[src/design/fctc_pkg.sv]
// ----------------------------------------------------------------------------
// fctc_pkg: shared types and constants for the frame count / timecode converter
// Request and result structs, the sideband carried down the pipeline, and the
// fixed field widths and time-base constants.
// ----------------------------------------------------------------------------
package fctc_pkg;

  // field widths
  localparam int FC_W   = 23;  // frame count field
  localparam int HRS_W  = 12;
  localparam int MIN_W  = 6;
  localparam int SEC_W  = 6;
  localparam int FRM_W  = 7;
  localparam int FPS_W  = 7;

  // frames per minute and per hour at the highest rate (127*60, 127*3600)
  localparam int PER_MIN_W  = FPS_W + 6;
  localparam int PER_HOUR_W = FPS_W + 12;

  // seconds + 60*minutes + 3600*hours, all fields at full width
  localparam int TSUM_W = 24;
  // fps * seconds total, and that plus the frame
  localparam int PROD_W = TSUM_W + FPS_W;
  localparam int SUM_W  = PROD_W + 1;

  localparam int SECS_PER_MIN  = 60;
  localparam int SECS_PER_HOUR = 3600;
  localparam int HOURS_MAX     = (1 << HRS_W) - 1;
  localparam logic [FPS_W-1:0] FPS_RESET = FPS_W'(25);

  // quotient bits resolved in each divider stage
  localparam int DIV_BITS_PER_STAGE = 4;

  typedef enum logic {
    CMD_SPLIT = 1'b0,
    CMD_BUILD = 1'b1
  } fctc_cmd_t;

  typedef struct packed {
    logic              command;
    logic [FC_W-1:0]   frame_count_in;
    logic [HRS_W-1:0]  hours_in;
    logic [MIN_W-1:0]  minutes_in;
    logic [SEC_W-1:0]  seconds_in;
    logic [FRM_W-1:0]  frames_in;
  } fctc_req_t;

  typedef struct packed {
    logic [FC_W-1:0]   frame_count_out;
    logic [HRS_W-1:0]  hours_out;
    logic [MIN_W-1:0]  minutes_out;
    logic [SEC_W-1:0]  seconds_out;
    logic [FRM_W-1:0]  frames_out;
    logic              overflow;
  } fctc_res_t;

  // travels alongside each request through the divider chain
  typedef struct packed {
    logic                 command;
    logic [FC_W-1:0]      count_echo;
    logic [HRS_W-1:0]     hours;
    logic [MIN_W-1:0]     minutes;
    logic [SEC_W-1:0]     seconds;
    logic [FRM_W-1:0]     frames;
    logic [FPS_W-1:0]     fps;
    logic [PER_MIN_W-1:0] per_min;
    logic [TSUM_W-1:0]    tsum;
    logic [HRS_W-1:0]     split_hours;
    logic                 split_hovf;
    logic [MIN_W-1:0]     split_minutes;
    logic [SEC_W-1:0]     split_seconds;
    logic [FRM_W-1:0]     split_frames;
  } fctc_side_t;

endpackage

[src/design/fctc_div_pipe.sv]
// ----------------------------------------------------------------------------
// fctc_div_pipe: pipelined restoring divider
// Resolves a few quotient bits per register stage, carrying the divisor and
// an opaque sideband with each request. Valid/stall flow control per stage.
// ----------------------------------------------------------------------------
module fctc_div_pipe #(
  parameter int DW  = 23,
  parameter int VW  = 7,
  parameter int PW  = 8,
  parameter int BPS = 4
) (
  input  logic          clk,
  input  logic          rst,
  input  logic          in_valid,
  output logic          in_stall,
  input  logic [DW-1:0] in_dividend,
  input  logic [VW-1:0] in_divisor,
  input  logic [PW-1:0] in_payload,
  output logic          out_valid,
  input  logic          out_stall,
  output logic [DW-1:0] out_quotient,
  output logic [VW-1:0] out_remainder,
  output logic [PW-1:0] out_payload
);

  localparam int NST = (DW + BPS - 1) / BPS;

  logic          valid [NST];
  logic [DW-1:0] quo   [NST];
  logic [VW-1:0] rem   [NST];
  logic [VW-1:0] dvs   [NST];
  logic [PW-1:0] pay   [NST];
  logic          ready [NST+1];

  assign ready[NST] = !out_stall;

  for (genvar k = 0; k < NST; k++) begin : g_stage
    logic          src_valid;
    logic [DW-1:0] src_q;
    logic [VW-1:0] src_r;
    logic [VW-1:0] src_v;
    logic [PW-1:0] src_p;
    logic [DW-1:0] nq;
    logic [VW-1:0] nr;

    if (k == 0) begin : g_first
      assign src_valid = in_valid;
      assign src_q     = in_dividend;
      assign src_r     = '0;
      assign src_v     = in_divisor;
      assign src_p     = in_payload;
    end else begin : g_next
      assign src_valid = valid[k-1];
      assign src_q     = quo[k-1];
      assign src_r     = rem[k-1];
      assign src_v     = dvs[k-1];
      assign src_p     = pay[k-1];
    end

    assign ready[k] = !valid[k] || ready[k+1];

    // shift the next dividend bit into the remainder, subtract where it fits
    always_comb begin : step
      logic [VW:0] trial;
      nq    = src_q;
      nr    = src_r;
      trial = '0;
      for (int j = 0; j < BPS; j++) begin
        if (k * BPS + j < DW) begin
          trial = {nr, nq[DW-1]};
          nq    = {nq[DW-2:0], 1'b0};
          if (trial >= {1'b0, src_v}) begin
            nr    = VW'(trial - {1'b0, src_v});
            nq[0] = 1'b1;
          end else begin
            nr = trial[VW-1:0];
          end
        end
      end
    end

    always_ff @(posedge clk) begin
      if (rst) begin
        valid[k] <= 1'b0;
      end else if (ready[k]) begin
        valid[k] <= src_valid;
      end
    end

    always_ff @(posedge clk) begin
      if (ready[k] && src_valid) begin
        quo[k] <= nq;
        rem[k] <= nr;
        dvs[k] <= src_v;
        pay[k] <= src_p;
      end
    end
  end

  assign in_stall      = !ready[0];
  assign out_valid     = valid[NST-1];
  assign out_quotient  = quo[NST-1];
  assign out_remainder = rem[NST-1];
  assign out_payload   = pay[NST-1];

endmodule

[src/design/fctc_tail.sv]
// ----------------------------------------------------------------------------
// fctc_tail: rate multiply, saturation and result register
// Stage A multiplies the seconds total by the frame rate; stage B adds the
// frame, saturates and selects the result by command, zeroing a split at rate 0.
// ----------------------------------------------------------------------------
module fctc_tail #(
  parameter int CW = 23
) (
  input  logic                         clk,
  input  logic                         rst,
  input  logic                         in_valid,
  output logic                         in_stall,
  input  fctc_pkg::fctc_side_t         side,
  output logic                         out_valid,
  input  logic                         out_stall,
  output fctc_pkg::fctc_res_t          out_data
);

  localparam logic [fctc_pkg::SUM_W:0] COUNT_MAX =
    {{(fctc_pkg::SUM_W + 1 - CW){1'b0}}, {CW{1'b1}}};

  // stage A
  logic                             valid_a;
  fctc_pkg::fctc_side_t             side_a;
  logic [fctc_pkg::PROD_W-1:0]      prod_a;
  logic                             ready_a;
  logic                             ready_b;

  logic [fctc_pkg::SUM_W-1:0]       sum;
  logic                             sat;
  fctc_pkg::fctc_res_t              res_next;

  assign ready_b  = !out_valid || !out_stall;
  assign ready_a  = !valid_a || ready_b;
  assign in_stall = !ready_a;

  always_ff @(posedge clk) begin
    if (rst) begin
      valid_a <= 1'b0;
    end else if (ready_a) begin
      valid_a <= in_valid;
    end
  end

  always_ff @(posedge clk) begin
    if (ready_a && in_valid) begin
      side_a <= side;
      prod_a <= fctc_pkg::PROD_W'(side.fps) * fctc_pkg::PROD_W'(side.tsum);
    end
  end

  // stage B: add the frame, saturate, pick the direction
  assign sum = fctc_pkg::SUM_W'(prod_a) + fctc_pkg::SUM_W'(side_a.frames);
  assign sat = {1'b0, sum} > COUNT_MAX;

  always_comb begin
    if (side_a.command == fctc_pkg::CMD_BUILD) begin
      res_next.frame_count_out = sat ? COUNT_MAX[fctc_pkg::FC_W-1:0]
                                     : sum[fctc_pkg::FC_W-1:0];
      res_next.hours_out       = side_a.hours;
      res_next.minutes_out     = side_a.minutes;
      res_next.seconds_out     = side_a.seconds;
      res_next.frames_out      = side_a.frames;
      res_next.overflow        = sat;
    end else if (side_a.fps == '0) begin
      res_next.frame_count_out = side_a.count_echo;
      res_next.hours_out       = '0;
      res_next.minutes_out     = '0;
      res_next.seconds_out     = '0;
      res_next.frames_out      = '0;
      res_next.overflow        = 1'b0;
    end else begin
      res_next.frame_count_out = side_a.count_echo;
      res_next.hours_out       = side_a.split_hours;
      res_next.minutes_out     = side_a.split_minutes;
      res_next.seconds_out     = side_a.split_seconds;
      res_next.frames_out      = side_a.split_frames;
      res_next.overflow        = side_a.split_hovf;
    end
  end

  always_ff @(posedge clk) begin
    if (rst) begin
      out_valid <= 1'b0;
    end else if (ready_b) begin
      out_valid <= valid_a;
    end
  end

  always_ff @(posedge clk) begin
    if (ready_b && valid_a) begin
      out_data <= res_next;
    end
  end

endmodule

[src/design/frame_count_timecode_converter_core.sv]
// Stages from request to result: one entry stage, three divider chains of
// ceil(COUNT_WIDTH/4), 5 and 4 stages, and two tail stages.
// Throughput: one request per cycle unless stalled; every stage holds a valid
// bit and loads whenever it is empty or its successor moves, so bubbles close
// up on stall.
// Reset (synchronous, rst high): clear all stage valid bits, frame rate to 25.
// ----------------------------------------------------------------------------
// frame_count_timecode_converter_core: non-drop-frame timecode converter
// Splits a frame count into hours, minutes, seconds and frames, or builds a
// frame count from a timecode, at a configurable integer frame rate.
// ----------------------------------------------------------------------------
module frame_count_timecode_converter_core #(
  parameter int COUNT_WIDTH = 23
) (
  input  logic                        clk,
  input  logic                        rst,
  input  logic                        cfg_write_en,
  input  logic [fctc_pkg::FPS_W-1:0]  cfg_write_data,
  input  logic                        req_valid,
  output logic                        req_stall,
  input  fctc_pkg::fctc_req_t         req_data,
  output logic                        res_valid,
  input  logic                        res_stall,
  output fctc_pkg::fctc_res_t         res_data
);

  localparam int CW = COUNT_WIDTH;

  // Splitting works long-hand: hours = count / (fps*3600), minutes from that
  // remainder by fps*60, then seconds and the frame from the last remainder
  // by fps. Every divisor follows the frame rate, so each divide runs in its
  // own pipelined restoring divider. Building folds the timecode into a
  // seconds total at entry, multiplies by the rate at the tail and adds the
  // frame there.

  // frame rate register
  logic [fctc_pkg::FPS_W-1:0] fps;

  always_ff @(posedge clk) begin
    if (rst) begin
      fps <= fctc_pkg::FPS_RESET;
    end else if (cfg_write_en) begin
      fps <= cfg_write_data;
    end
  end

  // entry stage: mask the count, form the seconds total, latch the rate and
  // the frames per minute and per hour
  logic [CW-1:0]                   count_in;
  logic [fctc_pkg::FC_W-1:0]       count_echo;
  logic [fctc_pkg::TSUM_W-1:0]     tsum_next;
  logic [fctc_pkg::PER_HOUR_W-1:0] per_hour_next;
  logic [fctc_pkg::PER_MIN_W-1:0]  per_min_next;

  if (CW >= fctc_pkg::FC_W) begin : g_wide
    assign count_in   = CW'(req_data.frame_count_in);
    assign count_echo = req_data.frame_count_in;
  end else begin : g_narrow
    assign count_in   = req_data.frame_count_in[CW-1:0];
    assign count_echo = fctc_pkg::FC_W'(req_data.frame_count_in[CW-1:0]);
  end

  assign tsum_next =
      fctc_pkg::TSUM_W'(req_data.seconds_in)
    + fctc_pkg::TSUM_W'(req_data.minutes_in) * fctc_pkg::TSUM_W'(fctc_pkg::SECS_PER_MIN)
    + fctc_pkg::TSUM_W'(req_data.hours_in) * fctc_pkg::TSUM_W'(fctc_pkg::SECS_PER_HOUR);

  assign per_hour_next = fctc_pkg::PER_HOUR_W'(fps)
                       * fctc_pkg::PER_HOUR_W'(fctc_pkg::SECS_PER_HOUR);
  assign per_min_next  = fctc_pkg::PER_MIN_W'(fps)
                       * fctc_pkg::PER_MIN_W'(fctc_pkg::SECS_PER_MIN);

  logic                            s0_valid;
  logic [CW-1:0]                   s0_count;
  logic [fctc_pkg::PER_HOUR_W-1:0] s0_per_hour;
  fctc_pkg::fctc_side_t            s0_side;
  logic                            s0_ready;
  logic                            d1_stall;

  assign s0_ready  = !s0_valid || !d1_stall;
  assign req_stall = !s0_ready;

  always_ff @(posedge clk) begin
    if (rst) begin
      s0_valid <= 1'b0;
    end else if (s0_ready) begin
      s0_valid <= req_valid;
    end
  end

  always_ff @(posedge clk) begin
    if (s0_ready && req_valid) begin
      s0_count              <= count_in;
      s0_per_hour           <= per_hour_next;
      s0_side.command       <= req_data.command;
      s0_side.count_echo    <= count_echo;
      s0_side.hours         <= req_data.hours_in;
      s0_side.minutes       <= req_data.minutes_in;
      s0_side.seconds       <= req_data.seconds_in;
      s0_side.frames        <= req_data.frames_in;
      s0_side.fps           <= fps;
      s0_side.per_min       <= per_min_next;
      s0_side.tsum          <= tsum_next;
      s0_side.split_hours   <= '0;
      s0_side.split_hovf    <= 1'b0;
      s0_side.split_minutes <= '0;
      s0_side.split_seconds <= '0;
      s0_side.split_frames  <= '0;
    end
  end

  // count / frames per hour: hours as quotient
  logic                            d1_valid;
  logic                            d2_stall;
  logic [CW-1:0]                   d1_quo;
  logic [fctc_pkg::PER_HOUR_W-1:0] d1_rem;
  fctc_pkg::fctc_side_t            d1_side;
  logic                            d1_hovf;
  fctc_pkg::fctc_side_t            d2_side_in;

  fctc_div_pipe #(
    .DW  (CW),
    .VW  (fctc_pkg::PER_HOUR_W),
    .PW  ($bits(fctc_pkg::fctc_side_t)),
    .BPS (fctc_pkg::DIV_BITS_PER_STAGE)
  ) u_div_hour (
    .clk           (clk),
    .rst           (rst),
    .in_valid      (s0_valid),
    .in_stall      (d1_stall),
    .in_dividend   (s0_count),
    .in_divisor    (s0_per_hour),
    .in_payload    (s0_side),
    .out_valid     (d1_valid),
    .out_stall     (d2_stall),
    .out_quotient  (d1_quo),
    .out_remainder (d1_rem),
    .out_payload   (d1_side)
  );

  // clamp hours that do not fit the field and flag it
  assign d1_hovf = |d1_quo[CW-1:fctc_pkg::HRS_W];

  always_comb begin
    d2_side_in             = d1_side;
    d2_side_in.split_hovf  = d1_hovf;
    d2_side_in.split_hours = d1_hovf ? fctc_pkg::HRS_W'(fctc_pkg::HOURS_MAX)
                                     : d1_quo[fctc_pkg::HRS_W-1:0];
  end

  // remainder / frames per minute: minutes as quotient
  logic                            d2_valid;
  logic                            d3_stall;
  logic [fctc_pkg::PER_HOUR_W-1:0] d2_quo;
  logic [fctc_pkg::PER_MIN_W-1:0]  d2_rem;
  fctc_pkg::fctc_side_t            d2_side;
  fctc_pkg::fctc_side_t            d3_side_in;

  fctc_div_pipe #(
    .DW  (fctc_pkg::PER_HOUR_W),
    .VW  (fctc_pkg::PER_MIN_W),
    .PW  ($bits(fctc_pkg::fctc_side_t)),
    .BPS (fctc_pkg::DIV_BITS_PER_STAGE)
  ) u_div_min (
    .clk           (clk),
    .rst           (rst),
    .in_valid      (d1_valid),
    .in_stall      (d2_stall),
    .in_dividend   (d1_rem),
    .in_divisor    (d1_side.per_min),
    .in_payload    (d2_side_in),
    .out_valid     (d2_valid),
    .out_stall     (d3_stall),
    .out_quotient  (d2_quo),
    .out_remainder (d2_rem),
    .out_payload   (d2_side)
  );

  // the remainder is below an hour, so the minutes fit the field
  always_comb begin
    d3_side_in               = d2_side;
    d3_side_in.split_minutes = d2_quo[fctc_pkg::MIN_W-1:0];
  end

  // remainder / fps: seconds as quotient, frame within the second as remainder
  logic                           d3_valid;
  logic                           tail_stall;
  logic [fctc_pkg::PER_MIN_W-1:0] d3_quo;
  logic [fctc_pkg::FPS_W-1:0]     d3_rem;
  fctc_pkg::fctc_side_t           d3_side;
  fctc_pkg::fctc_side_t           d4_side_in;

  fctc_div_pipe #(
    .DW  (fctc_pkg::PER_MIN_W),
    .VW  (fctc_pkg::FPS_W),
    .PW  ($bits(fctc_pkg::fctc_side_t)),
    .BPS (fctc_pkg::DIV_BITS_PER_STAGE)
  ) u_div_sec (
    .clk           (clk),
    .rst           (rst),
    .in_valid      (d2_valid),
    .in_stall      (d3_stall),
    .in_dividend   (d2_rem),
    .in_divisor    (d2_side.fps),
    .in_payload    (d3_side_in),
    .out_valid     (d3_valid),
    .out_stall     (tail_stall),
    .out_quotient  (d3_quo),
    .out_remainder (d3_rem),
    .out_payload   (d3_side)
  );

  always_comb begin
    d4_side_in               = d3_side;
    d4_side_in.split_seconds = d3_quo[fctc_pkg::SEC_W-1:0];
    d4_side_in.split_frames  = d3_rem;
  end

  // rate multiply, saturation and the result register
  fctc_tail #(
    .CW (CW)
  ) u_tail (
    .clk       (clk),
    .rst       (rst),
    .in_valid  (d3_valid),
    .in_stall  (tail_stall),
    .side      (d4_side_in),
    .out_valid (res_valid),
    .out_stall (res_stall),
    .out_data  (res_data)
  );

endmodule
[config.mk]
export PLATFORM = sky130hd
export DESIGN_NAME = frame_count_timecode_converter_core
export DESIGN_NICKNAME = d
export VERILOG_FILES = /design/src/design/fctc_pkg.sv /design/src/design/fctc_div_pipe.sv /design/src/design/fctc_tail.sv /design/src/design/frame_count_timecode_converter_core.sv
export SDC_FILE = /design/constraint.sdc
export NUM_CORES = 2
export LEC_CHECK = 0
export ABC_AREA = 1
export BUFFER_PORTS_ARGS = -buffer_cell sky130_fd_sc_hd__buf_4
export CAP_MARGIN = 20
export CORE_MARGIN = 2
export CORE_UTILIZATION = 35
export DETAILED_ROUTE_END_ITERATION = 6
export GPL_TIMING_DRIVEN = 0
export SLEW_MARGIN = 20
export SYNTH_ARGS = -nofsm -noshare
export SYNTH_HDL_FRONTEND = slang
export SYNTH_SLANG_ARGS = --single-unit
[constraint.sdc]
create_clock -name clk -period 11 [get_ports clk]
set_input_delay 1.1 -clock clk [delete_from_list [all_inputs] [get_ports clk]]
set_output_delay 1.1 -clock clk [all_outputs]
set_load 0.01 [all_outputs]
==> metrics <==
Setup Fix Bufs, Post-CTS=0; Yosys cell types=64; Initial Util=35.1%; Post-DRT Antenna Nets=0; mapped cell area=113,000 sq um; Post-synth ARST share=0%; Crit path largest cell delay=0.54 ns; Ys Warns=0; Setup Total Neg Slack=0 ns; GR Overflow Total=0; Worst-Skew Late Latency=0.92 ns; MaxCap Viol Count=0; leading area contributor after synthesis=edfxtp_1; Syn Area/Cell=11.0 sq um; Synth Register Bits=2,175; Slew @ Worst Pin=0.831 ns; Layout fillers=30,800; hold_buf cts=0; IO Pins=124; cts bufs inserted=224; Max Root-Sink Buffers=4; post-synth top area share=57.7%; PnR worst setup slack=1.40 ns; dominant cells by area after synthesis=edfxtp_1, ha_1, nand2_1, inv_1, fa_1; Layout area overhead=13.3%; Synth top cells by count=nand2_1, edfxtp_1, inv_1, ha_1, nor2_1; number of DRC markers in iteration 0=5,143; number of synthesized flops with an enable pin=2,165; minimum clock period=9.60 ns; drt wl/cell=16.8 microns; Slew Viols, Final=0; via count=71,500; ys flop type=edfxtp_1; clk slew on worst S/H paths=0.07 ns; Hold Path Class=flop to flop; CTS tree=done; critical path startpoint category=flop; worst path required time=11.60 ns; Die W=571 microns; residual DRC count=0; final core utilization=39.8%; first-pass GRT wire length=397 mm; Slew HR=44.6%; CP endpoint kind=flop; final setup fails=0; final hold violations=0; buffers and inverters on the worst path=9; DP Wirelength=195 mm; Core Rows=208; fin area=128,000 sq um; pre-CTS WS=1.60 ns; fin nets=11,700; sequential share of the synthesized area=57.9%; GPL Wtd Cong=0.896; crit path DAT=10.20 ns; via count of the first global-routing pass=69,000; Syn Inst Count=10,300; proportion of layout cells with a drive suffix above 1=7.10%; Cell Area, Placed=120,000 sq um; most common cell in the netlist=nand2_1; GRT Total Usage=15.5%; die footprint=326,000 sq um; RSZ-0062 raised after global routing=no; CP dominant cell by count=nand2_1; H-tree levels=4; critical path class=flop to flop; initial antenna violation count=29; CTS root buf=clkbuf_16; Pre-antenna DRT Iters=5; core area=321,000 sq um; Via density=4.71; crit path max fanout=10; Chip Height=571 microns; skew final=0.111 ns; port bufs=122; Crit path max-delay family=simple AND/OR/NAND/NOR gates; TritonCTS Sinks=2,175; final wirelength=254 mm; post-CTS resize count=0; largest net degree at the start of global routing=99; fmax=104 MHz; Slowest cell on crit path=o31ai_1; register area=65,200 sq um; status=complete, no violations; Tcrit/Tclk final=87.3%; Multi-input gate area=42,200 sq um
[kinds of logic after synthesis]
kind of cell    count (synthesis)  synth area share (%)
simple gates                 3967                  14.8
flops                        2175                  57.9
buf+inv                      1359                  4.73
compound gates               1228                  6.09
fa+ha+maj                     994                  12.4
xor+xnor                      537                  4.17
other cells                     1               0.00333
[cell usage in the layout (no fill, tap or decap), drive strengths merged, types with 64 or more instances in the layout]
cell type     n
a21oi       549
buf         252
clkbuf      322
clkinv       86
edfxtp     2165
fa          199
ha          795
inv        1255
nand2      2560
nand3       495
nand4       108
nor2        576
nor3         93
o21ai       442
or2          64
xnor2       228
xor2        309
[worst register-to-register path: cells and delay by family, from the launching register on]
kind / cells / cell delay, ns
AND/OR/NAND/NOR: 23 / 2.95
adder cells (fa/ha/maj): 5 / 1.83
buffers and inverters: 9 / 1.68
flip-flops: 1 / 0.41
AO/OA/AOI/OAI: 10 / 2.51
[final cells by class]
cell class	instances	area share (%)
Inverter	1243	3.71
Timing Repair Buffer	177	1.72
Multi-Input combinational cell	6738	33.1
Clock buffer	281	4.62
Sequential cell	2175	51.1
Tap cell	4305	4.22
Buffer	116	0.519
Antenna cell	5	0.00980
Clock inverter	128	1.03
[registers in the layout (all words and copies together) (netlist names), 65 cells and up]
register        flops
s0_side            94
u_div_sec.pay     390
u_div_hour.pay    490
u_div_min.rem      65
u_div_hour.rem    114
u_div_min.pay     498
u_tail.side_a      94
u_div_hour.quo    133
[through the flow]
stage	instances	hold slack (ns)
finish	15200	0.342
global route	15200	0.316
CTS	15200	0.297
detailed placement	14800	0.405
global placement	14700	0.400
floorplan	10300	0.400
[worst paths after layout]
kind / depth (start not counted) / slack (ns) / to / from
min: 0 / 0.34 / u_div_hour.pay[1][99] / u_div_hour.pay[0][99]
max reg2reg: 47 / 1.40 / u_div_hour.rem[1][12] / u_div_hour.rem[0][3]
min reg2reg: 0 / 0.34 / u_div_hour.pay[1][99] / u_div_hour.pay[0][99]
max: 47 / 1.40 / u_div_hour.rem[1][12] / u_div_hour.rem[0][3]
[metal layers]
metal,wire length (microns),vias up,global-route usage [%]
li1,-,36000,-
met1,123000,33700,22.4
met2,113000,1453,24.3
met3,12600,359,2.11
met4,6010,16,4.13
met5,104,-,0
Power is not shown: default switching activity piles up to over one toggle a cycle in this logic, so the estimate is an artifact.
